<file path="src/rtl/numeric_literal_scanner_top_macros.svh">
// Assertion helpers for the scanner core.
`ifndef NUMERIC_LITERAL_SCANNER_TOP_MACROS_SVH
`define NUMERIC_LITERAL_SCANNER_TOP_MACROS_SVH

// Same-cycle implication, sampled on clk_i, off during reset.
`define NLS_ASSERT_NOW(label, ante, cons, msg) \
  label: assert property (@(posedge clk_i) disable iff (!rst_ni) (ante) |-> (cons)) \
    else $error(msg);

// Next-cycle implication, sampled on clk_i, off during reset.
`define NLS_ASSERT_NEXT(label, ante, cons, msg) \
  label: assert property (@(posedge clk_i) disable iff (!rst_ni) (ante) |=> (cons)) \
    else $error(msg);

`endif

</file>
<file path="src/rtl/nls_pkg.sv">
package nls_pkg;

  // Input item
  typedef struct packed {
    logic       start_req;
    logic [7:0] current_byte;
    logic [7:0] next_byte;
    logic [7:0] after_next_byte;
    logic       text_ended;
  } in_item_t;

  // Result item
  typedef struct packed {
    logic        literal_done;
    logic        byte_taken;
    logic        is_real;
    logic [63:0] integer_value;
    logic [63:0] fraction_mantissa;
    logic [4:0]  fraction_digits;
    logic [1:0]  error_code;
  } out_item_t;

  typedef enum logic [1:0] {
    ErrNone   = 2'd0,
    ErrDigits = 2'd1,
    ErrPoint  = 2'd2
  } err_e;

  // Byte classification handed from the decoder to the core
  typedef struct packed {
    logic [3:0] dval;       // digit value of current byte
    logic       is_dec;     // 0-9
    logic       is_hex;     // 0-9, a-f, A-F
    logic       is_under;
    logic       is_point;
    logic       is_zero;
    logic       pfx_bin;    // current byte is b/B
    logic       pfx_oct;    // current byte is o/O
    logic       pfx_hex;    // current byte is x/X
    logic       n1_prefix;  // next byte is a prefix letter
    logic       ellipsis;   // next two bytes are points
  } byte_class_t;

  // ASCII codes
  localparam logic [7:0] ChZero   = 8'h30;
  localparam logic [7:0] ChNine   = 8'h39;
  localparam logic [7:0] ChLowA   = 8'h61;
  localparam logic [7:0] ChLowF   = 8'h66;
  localparam logic [7:0] ChUpA    = 8'h41;
  localparam logic [7:0] ChUpF    = 8'h46;
  localparam logic [7:0] ChUnder  = 8'h5F;
  localparam logic [7:0] ChPoint  = 8'h2E;
  localparam logic [7:0] ChLowB   = 8'h62;
  localparam logic [7:0] ChUpB    = 8'h42;
  localparam logic [7:0] ChLowO   = 8'h6F;
  localparam logic [7:0] ChUpO    = 8'h4F;
  localparam logic [7:0] ChLowX   = 8'h78;
  localparam logic [7:0] ChUpX    = 8'h58;

  // Digit count limits per base, saturating counter top
  localparam logic [6:0] LimBin   = 7'd64;
  localparam logic [6:0] LimOct   = 7'd22;
  localparam logic [6:0] LimHex   = 7'd16;
  localparam logic [6:0] LimDec   = 7'd20;
  localparam logic [6:0] DigitSat = 7'd127;

  // Fraction digits kept in the mantissa
  localparam logic [4:0] MaxFracDigits = 5'd19;

endpackage

</file>
<file path="src/rtl/nls_decode.sv">
module nls_decode import nls_pkg::*; (
  input  logic [7:0]  cur_i,
  input  logic [7:0]  n1_i,
  input  logic [7:0]  n2_i,
  output byte_class_t cls_o
);

  // Classify the current byte and the lookahead bytes
  always_comb begin
    cls_o = '0;
    if (cur_i inside {[ChZero:ChNine]}) begin
      cls_o.is_dec = 1'b1;
      cls_o.is_hex = 1'b1;
      cls_o.dval   = 4'(cur_i - ChZero);
    end else if (cur_i inside {[ChLowA:ChLowF]}) begin
      cls_o.is_hex = 1'b1;
      cls_o.dval   = 4'(cur_i - ChLowA + 8'd10);
    end else if (cur_i inside {[ChUpA:ChUpF]}) begin
      cls_o.is_hex = 1'b1;
      cls_o.dval   = 4'(cur_i - ChUpA + 8'd10);
    end
    cls_o.is_under  = (cur_i == ChUnder);
    cls_o.is_point  = (cur_i == ChPoint);
    cls_o.is_zero   = (cur_i == ChZero);
    cls_o.pfx_bin   = (cur_i == ChLowB) || (cur_i == ChUpB);
    cls_o.pfx_oct   = (cur_i == ChLowO) || (cur_i == ChUpO);
    cls_o.pfx_hex   = (cur_i == ChLowX) || (cur_i == ChUpX);
    cls_o.n1_prefix = (n1_i inside {ChLowB, ChUpB, ChLowO, ChUpO, ChLowX, ChUpX});
    cls_o.ellipsis  = (n1_i == ChPoint) && (n2_i == ChPoint);
  end

endmodule

</file>
<file path="src/rtl/nls_core.sv">
`include "numeric_literal_scanner_top_macros.svh"

module nls_core import nls_pkg::*; (
  input  logic        clk_i,
  input  logic        rst_ni,
  input  logic        fire_i,      // registered item is processed this cycle
  input  in_item_t    item_i,
  input  byte_class_t cls_i,
  input  logic        out_stall_i,
  output logic        out_valid_o,
  output out_item_t   out_item_o
);

  typedef enum logic [6:0] {
    ModeIdle   = 7'b0000001,
    ModePrefix = 7'b0000010,
    ModeBin    = 7'b0000100,
    ModeOct    = 7'b0001000,
    ModeHex    = 7'b0010000,
    ModeDec    = 7'b0100000,
    ModeFrac   = 7'b1000000
  } mode_e;

  mode_e       mode_q, mode_d, eff_mode;
  logic [63:0] val_q, val_d, eff_val;
  logic [63:0] frac_q, frac_d, eff_frac;
  logic [4:0]  fcnt_q, fcnt_d, eff_fcnt;
  logic [6:0]  dcnt_q, dcnt_d, eff_dcnt;
  logic        pfx_start;
  logic        digit_ok;
  logic [63:0] val_acc;
  logic [6:0]  limit;
  out_item_t   res;
  out_item_t   out_q;
  logic        out_valid_q;

  // Start of a literal: clear the scan state, catch a base prefix
  always_comb begin
    eff_mode  = mode_q;
    eff_val   = val_q;
    eff_frac  = frac_q;
    eff_fcnt  = fcnt_q;
    eff_dcnt  = dcnt_q;
    pfx_start = 1'b0;
    if (item_i.start_req) begin
      eff_mode = ModeDec;
      eff_val  = '0;
      eff_frac = '0;
      eff_fcnt = '0;
      eff_dcnt = '0;
      pfx_start = !item_i.text_ended && cls_i.is_zero && cls_i.n1_prefix;
    end
  end

  // Digit check and accumulate for the active base
  always_comb begin
    digit_ok = 1'b0;
    val_acc  = eff_val;
    limit    = DigitSat;
    case (eff_mode)
      ModeBin: begin
        digit_ok = cls_i.is_dec && (cls_i.dval < 4'd2);
        val_acc  = {eff_val[62:0], 1'b0} + 64'(cls_i.dval);
        limit    = LimBin;
      end
      ModeOct: begin
        digit_ok = cls_i.is_dec && (cls_i.dval < 4'd8);
        val_acc  = {eff_val[60:0], 3'b000} + 64'(cls_i.dval);
        limit    = LimOct;
      end
      ModeHex: begin
        digit_ok = cls_i.is_hex;
        val_acc  = {eff_val[59:0], 4'b0000} + 64'(cls_i.dval);
        limit    = LimHex;
      end
      ModeDec: begin
        digit_ok = cls_i.is_dec;
        val_acc  = {eff_val[60:0], 3'b000} + {eff_val[62:0], 1'b0} + 64'(cls_i.dval);
        limit    = LimDec;
      end
      default: begin
        digit_ok = 1'b0;
      end
    endcase
  end

  // Per-mode scan step and result
  always_comb begin
    logic finish;
    logic perr;
    finish = 1'b0;
    perr   = 1'b0;
    mode_d = eff_mode;
    val_d  = eff_val;
    frac_d = eff_frac;
    fcnt_d = eff_fcnt;
    dcnt_d = eff_dcnt;
    res    = '0;

    if (pfx_start) begin
      mode_d         = ModePrefix;
      res.byte_taken = 1'b1;
    end else if (eff_mode == ModeIdle) begin
      mode_d = ModeIdle;
    end else if (item_i.text_ended) begin
      finish = 1'b1;
    end else begin
      case (eff_mode)
        ModePrefix: begin
          if (cls_i.pfx_bin) begin
            mode_d = ModeBin;
            res.byte_taken = 1'b1;
          end else if (cls_i.pfx_oct) begin
            mode_d = ModeOct;
            res.byte_taken = 1'b1;
          end else if (cls_i.pfx_hex) begin
            mode_d = ModeHex;
            res.byte_taken = 1'b1;
          end else begin
            finish = 1'b1;
          end
        end
        ModeBin, ModeOct, ModeHex, ModeDec: begin
          if (digit_ok) begin
            val_d = val_acc;
            if (eff_dcnt != DigitSat) dcnt_d = eff_dcnt + 7'd1;
            res.byte_taken = 1'b1;
          end else if (cls_i.is_under) begin
            res.byte_taken = 1'b1;
          end else if ((eff_mode == ModeDec) && cls_i.is_point && !cls_i.ellipsis) begin
            mode_d = ModeFrac;
            res.byte_taken = 1'b1;
          end else begin
            finish = 1'b1;
          end
        end
        ModeFrac: begin
          if (cls_i.is_dec) begin
            if (eff_fcnt < MaxFracDigits) begin
              frac_d = {eff_frac[60:0], 3'b000} + {eff_frac[62:0], 1'b0}
                     + 64'(cls_i.dval);
              fcnt_d = eff_fcnt + 5'd1;
            end
            res.byte_taken = 1'b1;
          end else if (cls_i.is_under) begin
            res.byte_taken = 1'b1;
          end else if (cls_i.is_point && !cls_i.ellipsis) begin
            finish = 1'b1;
            perr   = 1'b1;
          end else begin
            finish = 1'b1;
          end
        end
        default: begin
          mode_d = ModeIdle;
        end
      endcase
    end

    // Literal ends: report and return to idle
    if (finish) begin
      res.literal_done  = 1'b1;
      res.integer_value = eff_val;
      if (eff_mode == ModeFrac) begin
        res.is_real           = 1'b1;
        res.fraction_mantissa = eff_frac;
        res.fraction_digits   = eff_fcnt;
        res.error_code        = perr ? ErrPoint : ErrNone;
      end else begin
        res.error_code = (eff_dcnt > limit) ? ErrDigits : ErrNone;
      end
      mode_d = ModeIdle;
      val_d  = '0;
      frac_d = '0;
      fcnt_d = '0;
      dcnt_d = '0;
    end
  end

  // Scan state
  always_ff @(posedge clk_i or negedge rst_ni) begin
    if (!rst_ni) begin
      mode_q <= ModeIdle;
      val_q  <= '0;
      frac_q <= '0;
      fcnt_q <= '0;
      dcnt_q <= '0;
    end else if (fire_i) begin
      mode_q <= mode_d;
      val_q  <= val_d;
      frac_q <= frac_d;
      fcnt_q <= fcnt_d;
      dcnt_q <= dcnt_d;
    end
  end

  // Result register
  always_ff @(posedge clk_i or negedge rst_ni) begin
    if (!rst_ni) begin
      out_valid_q <= 1'b0;
    end else if (fire_i) begin
      out_valid_q <= 1'b1;
    end else if (!out_stall_i) begin
      out_valid_q <= 1'b0;
    end
  end

  always_ff @(posedge clk_i) begin
    if (fire_i) begin
      out_q <= res;
    end
  end

  assign out_valid_o = out_valid_q;
  assign out_item_o  = out_q;

  // A finished literal leaves the scanner idle with cleared accumulators
  `NLS_ASSERT_NEXT(a_done_clears, fire_i && res.literal_done, (mode_q == ModeIdle) && (val_q == '0) && (dcnt_q == '0), "state not cleared after literal end")
  // Only a finished literal carries a value
  `NLS_ASSERT_NOW(a_open_zero, !res.literal_done, (res.integer_value == '0) && !res.is_real && (res.error_code == ErrNone), "payload set on open literal")
  // A real literal never reports a digit overflow
  `NLS_ASSERT_NOW(a_real_no_digit_err, res.is_real, res.error_code != ErrDigits, "digit error on real literal")
  // Fraction count is zero outside fraction mode
  `NLS_ASSERT_NOW(a_frac_bound, mode_q != ModeFrac, fcnt_q == '0, "fraction count outside fraction mode")
  // A pending result is never dropped while stalled
  `NLS_ASSERT_NEXT(a_hold_result, out_valid_q && out_stall_i, out_valid_q, "stalled result dropped")

endmodule

</file>
<file path="src/rtl/numeric_literal_scanner_top.sv">
// Numeric literal scanner: takes one source byte per item (with two bytes of
// lookahead) and returns one result item per input item, in order. Throughput
// is one item per clock unless a result is stalled; an item goes from the input
// register to the result register through the byte decode and the accumulate
// step (a shift-and-add by the base). The scan state lives next to the result
// register and is updated once per item, so consecutive bytes of one literal
// follow each other without a gap. There is no clearing pass after reset.
// in_stall_o rises only when a result is held by out_stall_i.
module numeric_literal_scanner_top import nls_pkg::*; (
  input  logic      clk_i,
  input  logic      rst_ni,
  input  logic      in_valid_i,
  output logic      in_stall_o,
  input  in_item_t  in_item_i,
  output logic      out_valid_o,
  input  logic      out_stall_i,
  output out_item_t out_item_o
);

  logic        in_valid_q;
  in_item_t    in_q;
  logic        fire;
  byte_class_t cls;

  // Registered item moves on when the result register can take it
  assign fire       = in_valid_q && (!out_valid_o || !out_stall_i);
  assign in_stall_o = in_valid_q && !fire;

  // Input register
  always_ff @(posedge clk_i or negedge rst_ni) begin
    if (!rst_ni) begin
      in_valid_q <= 1'b0;
    end else if (!in_stall_o) begin
      in_valid_q <= in_valid_i;
    end
  end

  always_ff @(posedge clk_i) begin
    if (in_valid_i && !in_stall_o) begin
      in_q <= in_item_i;
    end
  end

  nls_decode u_decode (
    .cur_i (in_q.current_byte),
    .n1_i  (in_q.next_byte),
    .n2_i  (in_q.after_next_byte),
    .cls_o (cls)
  );

  nls_core u_core (
    .clk_i       (clk_i),
    .rst_ni      (rst_ni),
    .fire_i      (fire),
    .item_i      (in_q),
    .cls_i       (cls),
    .out_stall_i (out_stall_i),
    .out_valid_o (out_valid_o),
    .out_item_o  (out_item_o)
  );

endmodule

</file>
<file path="config.mk">
export PLATFORM = sky130hd
export DESIGN_NAME = numeric_literal_scanner_top
export DESIGN_NICKNAME = d
export VERILOG_FILES = /design/src/rtl/nls_pkg.sv /design/src/rtl/nls_decode.sv /design/src/rtl/nls_core.sv /design/src/rtl/numeric_literal_scanner_top.sv
export VERILOG_INCLUDE_DIRS = /design/src /design/src/rtl
export SDC_FILE = /design/constraint.sdc
export NUM_CORES = 1
export LEC_CHECK = 0
export BUFFER_PORTS_ARGS = -buffer_cell sky130_fd_sc_hd__buf_4
export CAP_MARGIN = 20
export CORE_AREA = 2 2 213 425
export CTS_BUF_LIST = sky130_fd_sc_hd__clkbuf_8 sky130_fd_sc_hd__clkbuf_16
export DETAILED_ROUTE_END_ITERATION = 10
export DIE_AREA = 0 0 215 427
export GPL_TIMING_DRIVEN = 1
export HOLD_SLACK_MARGIN = 0.15
export PLACE_DENSITY = 0.52
export SLEW_MARGIN = 20
export SYNTH_ARGS = -nofsm -noshare
export SYNTH_HDL_FRONTEND = slang
export SYNTH_SLANG_ARGS = --single-unit
</file>
<file path="constraint.sdc">
create_clock -name clk_i -period 10.5 [get_ports clk_i]
set_input_delay 3.15 -clock clk_i [delete_from_list [all_inputs] [get_ports clk_i]]
set_output_delay 3.15 -clock clk_i [all_outputs]
set_load 0.005 [all_outputs]
</file>
# Word level (Yosys, flattened, before mapping)
# Cells that the tools add are included.
dict set report totals {
  word_cells 187
  inputBits 30
  ff_bits 313
}
dict set report op_classes {
  eq_ne 26
  n_reduce_logical 27
  order_cmp 10
  add_sub_neg 14
  muxes 91
}
# cell count
set op_table {}
lappend op_table {{two-way mux 64 bit} 15}
lappend op_table {{adder 64 x 4 -> 64 bit} 5}
lappend op_table {{case mux 64 bit (4 select lines)} 1}
lappend op_table {{two-way mux 7 bit} 19}
lappend op_table {{adder 64 bit} 2}
lappend op_table {{== test 8 x 7 -> 1 bit, second input constant} 13}
lappend op_table {{two-way mux 5 bit} 8}
lappend op_table {{two-way mux 1 bit} 38}
lappend op_table {{== test 8 x 6 -> 1 bit, second input constant} 4}
lappend op_table {{case mux 7 bit (4 select lines)} 1}
lappend op_table {{case mux 7 bit (3 select lines)} 1}
lappend op_table {{greater-or-equal comparator 8 x 7 -> 1 bit, second input constant} 2}
lappend op_table {{<= comparator 8 x 7 -> 1 bit, second input constant} 2}
lappend op_table {{logical AND 1 bit} 14}
lappend op_table {{two-way mux 4 bit} 3}
lappend op_table {{subtractor 4 x 1 -> 4 bit, second input constant} 3}
lappend op_table {{adder 4 bit, second input constant} 2}
lappend op_table {{greater-or-equal comparator 8 x 6 -> 1 bit, second input constant} 1}
lappend op_table {{<= comparator 8 x 6 -> 1 bit, second input constant} 1}
lappend op_table {{adder 7 x 1 -> 7 bit, second input constant} 1}
lappend op_table {{== test 7 x 1 -> 1 bit, second input constant} 1}
lappend op_table {{== test 7 x 2 -> 1 bit, second input constant} 1}
lappend op_table {{== test 7 x 3 -> 1 bit, second input constant} 1}
lappend op_table {{== test 7 x 4 -> 1 bit, second input constant} 1}
lappend op_table {{other kinds (18)} 28}

# Logic depth before layout (Yosys ltp)
dict set report depth {
  ltp_word 14
  mapped_depth 21
}

# By module
# From an unflattened synthesis, not the netlist that was laid out.
dict set report unflattened {
  hier_cells 3017
  area_unflattened_um2 26256.4
}
# module seq_area_each_um2 cells_each area_per_inst_um2 n_inst
set modules_own_cells {}
lappend modules_own_cells {nls_core 7848.8 2935 25060.3 1}
lappend modules_own_cells {numeric_literal_scanner_top 805.8 32 839.6 1}
lappend modules_own_cells {nls_decode 0.0 50 356.6 1}

# Least setup slack after synthesis
# Ideal clock, no wire load.
dict set report synth_timing {
  path_type {input port to flip-flop}
  start {input out_stall_i}
  end {register u_core.frac_q[59]}
  n_path_buf 2
  setup_time_ns 0.110
  path_slack_ns 3.861
  path_stages 11
  arrival_time_ns 6.529
  cell_sequence {nand2_1 nand2_1 inv_2 and3_1 a21bo_2 or2_1 buf_6 o21ai_4 buf_6 nand2_1 o41ai_1}
}
dict set report synth_via {
  elab_chain_cells 3
}
# element line_no
set synth_lines {}
lappend synth_lines {{from (decl)} numeric_literal_scanner_top.sv:16} ;# input logic out_stall_i,
lappend synth_lines {{zero test 1 bit} -}
lappend synth_lines {{logical OR 1 bit} numeric_literal_scanner_top.sv:26} ;# assign fire = in_valid_q && (!out_valid_o || !out_stall_i);
lappend synth_lines {{logical AND 1 bit} numeric_literal_scanner_top.sv:26}
lappend synth_lines {{named net fire} numeric_literal_scanner_top.sv:22} ;# logic fire;
lappend synth_lines {{to (signal assigned)} nls_core.sv:191} ;# frac_q <= frac_d;
lappend synth_lines {{to (decl)} nls_core.sv:26} ;# logic [63:0] frac_q, frac_d, eff_frac;
# The timed path passes the listed nets, and every way through them passes these cells.
# A chain may end at the register's enable or synchronous reset.

# Worst setup path after layout
dict set report layout_timing {
  start {input out_stall_i}
  end {output in_stall_o}
}
dict set report layout_via {
  elab_chain_cells 5
}
# element line_no
set layout_lines {}
lappend layout_lines {{zero test 1 bit} -}
lappend layout_lines {{logical OR 1 bit} numeric_literal_scanner_top.sv:26}
lappend layout_lines {{logical AND 1 bit} numeric_literal_scanner_top.sv:26}
lappend layout_lines {{zero test 1 bit} numeric_literal_scanner_top.sv:27} ;# assign in_stall_o = in_valid_q && !fire;
lappend layout_lines {{logical AND 1 bit} numeric_literal_scanner_top.sv:27}
lappend layout_lines {{to (decl)} numeric_literal_scanner_top.sv:13} ;# output logic in_stall_o,
# Every way passes these cells.

==> results.txt <==
The number of antenna diodes in the final layout is 0. Max-slew violation total from the final report: 0. Leading register cell type out of synthesis: sky130_fd_sc_hd__edfxtp_1.

CTS clock-pin slew for the worst setup and hold paths: 60 ps. The post-synth net total came out at 3285. After detailed routing, the average wire length per cell comes to 20.5 um.

The starting utilization of the core area is 0.297, and the number of maximum-capacitance constraint violations is 0. Mean area per synthesized cell: 8.83 um^2. The worst path needs 6710 ps of the cycle, external delays included. The worst setup slack after layout is 3790 ps, and the number of buffers added to fix hold violations after cts is 0.

The worst ir drop on vdd is 0.105 mV, and the slack of the worst reg-to-reg path is 4480 ps. After detailed routing, the number of remaining DRC violations is 0. STA puts the critical path data required time at 7350 ps. The critical path is of the input port to primary output type.

Entering global routing, the biggest net connects 124 pins. For the worst-skew pair, the clock arrives at the later sink with an insertion delay of 590 ps. STA classifies the critical path endpoint as a primary output. Fill cell total of the finished layout: 9300. Clock tree synthesis inserted a total of 36 buffers. Wires add up to 87400 um. The overall power after layout was 3.00 mW. Cell at the root of the clock tree: sky130_fd_sc_hd__clkbuf_16. The maximum fanout along the worst path was 3. The first-pass iteration count of the detailed router was 7. The floorplan step defined a core boundary enclosing 88800 um^2. The tools report the kind of start point of the critical path as an input port. Number of antenna violations at the first check in global routing: 0. The tools report the capturing instance or port of the critical path as in_stall_o.

The total number of yosys warnings was 0; the share of flip-flops with an asynchronous set or reset after synthesis was 0.476. Summed over all cells, the static leakage comes to 12.9 nW. The final weighted congestion of routability-driven global placement is 0.920.

In this run the power density over the cells is 100 nW/um^2. The width of the die was 215 um; the endpoint arrival time on the critical path was 3560 ps. The summed instance area of the synthesized netlist is 26400 um^2.

From synthesis to final layout, the design area changed by 13.3%. Tracing the worst setup path back leads to its startpoint at out_stall_i. The number of hold violations in the final report was 0; the number of DRC violations after detailed-routing iteration 0 was 1983. In the post-synthesis netlist, the biggest area contributors are sky130_fd_sc_hd__edfxtp_1 (19%), sky130_fd_sc_hd__dfrtp_1 (14%), sky130_fd_sc_hd__ha_1 (12%), sky130_fd_sc_hd__xnor2_1 (5.4%), sky130_fd_sc_hd__a21oi_1 (4.1%).

The die covers 91800 um^2. The total of flip-flops plus latches after synthesis is 313, and the highest clock rate is 149 MHz. Measured in cells, the most critical reg-to-reg path has a length of 20. The logs give 3 for the buffer levels on the longest clock path and 108 for the count of cell types in the netlist. The run finished with clean final reports. Setup violations remaining at the end of the flow were counted as 0. In this run the post-CTS setup repair buffer count came out at 0. The portion of synthesized cell area occupied by the leading cell type works out to 0.187.

Worst flop-to-flop path endpoint: u_core.val_q[60]. The number of nets in the finished design was 3350. The logs give 3250 ps for the worst setup slack after placement and 0.328 for the share of the yosys chip area belonging to registers.

The worst register-to-register path begins at in_q[17]. The detail-routed via count per cell was 5.47. The worst hold-check slack was 475 ps; the top-level I/O count was 170. TritonCTS built the clock tree. For the post-DP HPWL, the log shows 63000 um.

For the final database, setup skew stands at 37.0 ps. For the global routing usage summed across all routing layers, the log shows 0.188. The cell taking the most area after synthesis is sky130_fd_sc_hd__edfxtp_1. The run gives 23300 as the total via count after detailed routing. In the synthesized netlist, the number of instances is 2990.

The aggregate global routing overflow is 0, and the fraction of layout cells with a size suffix above 1 is 0.109. Counting every sink on the clock net gives 313. Most instantiated library cell after synthesis: sky130_fd_sc_hd__nand2_1. Yosys mapped a number of flops with a built-in enable equal to 164.

The H-tree was split into 2 levels. Ratio of final minimum period to clock period: 0.639. The max-slew headroom at the worst pin is 0.323, and the post-route antenna net violation count is 0. Buffers placed on the I/O ports in this run total 169. The slew at the pin closest to its max-slew limit was 1010 ps; the die extent in y was 427 um. The path type of the worst min-delay path is register to register. The post-cts repair resize count is 0, and the via count of the first global-routing pass is 23300. Setup repair after global routing left no endpoint under its margin. Sorting the synthesized cells by how often they occur yields sky130_fd_sc_hd__nand2_1 (263), sky130_fd_sc_hd__ha_1 (260), sky130_fd_sc_hd__a21oi_1 (215), sky130_fd_sc_hd__nor2_1 (213), sky130_fd_sc_hd__edfxtp_1 (164). The first global-routing pass estimated 138000 um of wire. The run gives 0 ps as the setup TNS after final layout. For the floorplan row count, the log shows 155.
==> per-stage QoR <==
step	utilization	instance area, um^2	cells
6_report	0.337	29900	4260
5_1_grt	0.337	29900	4260
4_1_cts	0.337	29900	4260
3_5_place_dp	0.323	28600	4194
3_3_place_gp	0.323	28600	4194
2_1_floorplan	-	26400	2990
==> cells by family (layout without fill, tap and decap cells) <==
logic type               after synthesis  count (layout)  share of synthesized area
XOR/XNOR                             230             230                     0.0763
multiplexers                           5               5                    0.00194
AO/OA/AOI/OAI                        804             804                      0.199
AND/OR/NAND/NOR                     1100            1100                      0.224
adder cells (fa/ha/maj)              265             265                      0.127
buffers and inverters                273             366                     0.0436
flip-flops                           313             313                      0.328
==> final cells by class <==
cell class / count / area (um^2) / area share
clock inverters: 27 / 300 / 0.0100
clock buffers: 39 / 965 / 0.0322
multi-input cells: 2404 / 16600 / 0.555
inverters: 95 / 362 / 0.0121
repair buffers: 205 / 1560 / 0.0520
flip-flops and latches: 313 / 8650 / 0.289
well taps: 1177 / 1470 / 0.0492
==> how the worst min path moves through the flow <==
stage | from | end | slack [ps] | depth (start not counted)
CTS | u_core.frac_q[4] | u_core.frac_q[4] | 480 | 2
floorplan | u_core.val_q[63] | u_core.val_q[63] | 440 | 2
finish | u_core.frac_q[4] | u_core.frac_q[4] | 480 | 2
global route | u_core.frac_q[4] | u_core.frac_q[4] | 520 | 2
detailed placement | u_core.frac_q[4] | u_core.frac_q[4] | 470 | 2
global placement | u_core.frac_q[4] | u_core.frac_q[4] | 450 | 2
==> cell usage in the layout, fill, tap and decap left out, drive strengths merged, types with 100 or more instances in the layout <==
master / n
o21ai: 204
inv: 100
nor2b: 136
xnor2: 162
a21oi: 218
buf: 205
edfxtp: 164
dfrtp: 148
ha: 260
nand2: 264
nor2: 216
==> state kept, by name, indices dropped and copies added, names as in the netlist <==
register and count:
u_core.fcnt_q 5, in_valid_q 1, u_core.frac_q 64, u_core.out_item_o 138, in_q 26, u_core.out_valid_o 1
u_core.mode_q 7, u_core.val_q 64, u_core.dcnt_q 7
==> power breakdown <==
group          switching, mW  total (mW)  internal, mW
clock network          0.571        1.39         0.816
registers             0.0242        1.37          1.34
logic                  0.168       0.248        0.0796
total                  0.763        3.00          2.24
==> critical path, stage by stage <==
cell and delay [ps]:
sky130_fd_sc_hd__buf_4 110, sky130_fd_sc_hd__nand3_1 110, sky130_fd_sc_hd__inv_1 60, sky130_fd_sc_hd__buf_4 130
==> metal layers <==
metal,global-route usage,vias to the layer above,part of all wire
met5,0,-,0
met4,0.0564,0,0.026
met3,0.0268,143,0.068
met1,0.262,11200,0.46
met2,0.300,853,0.45
li1,-,11100,-
(Power assumes the default switching activity.)
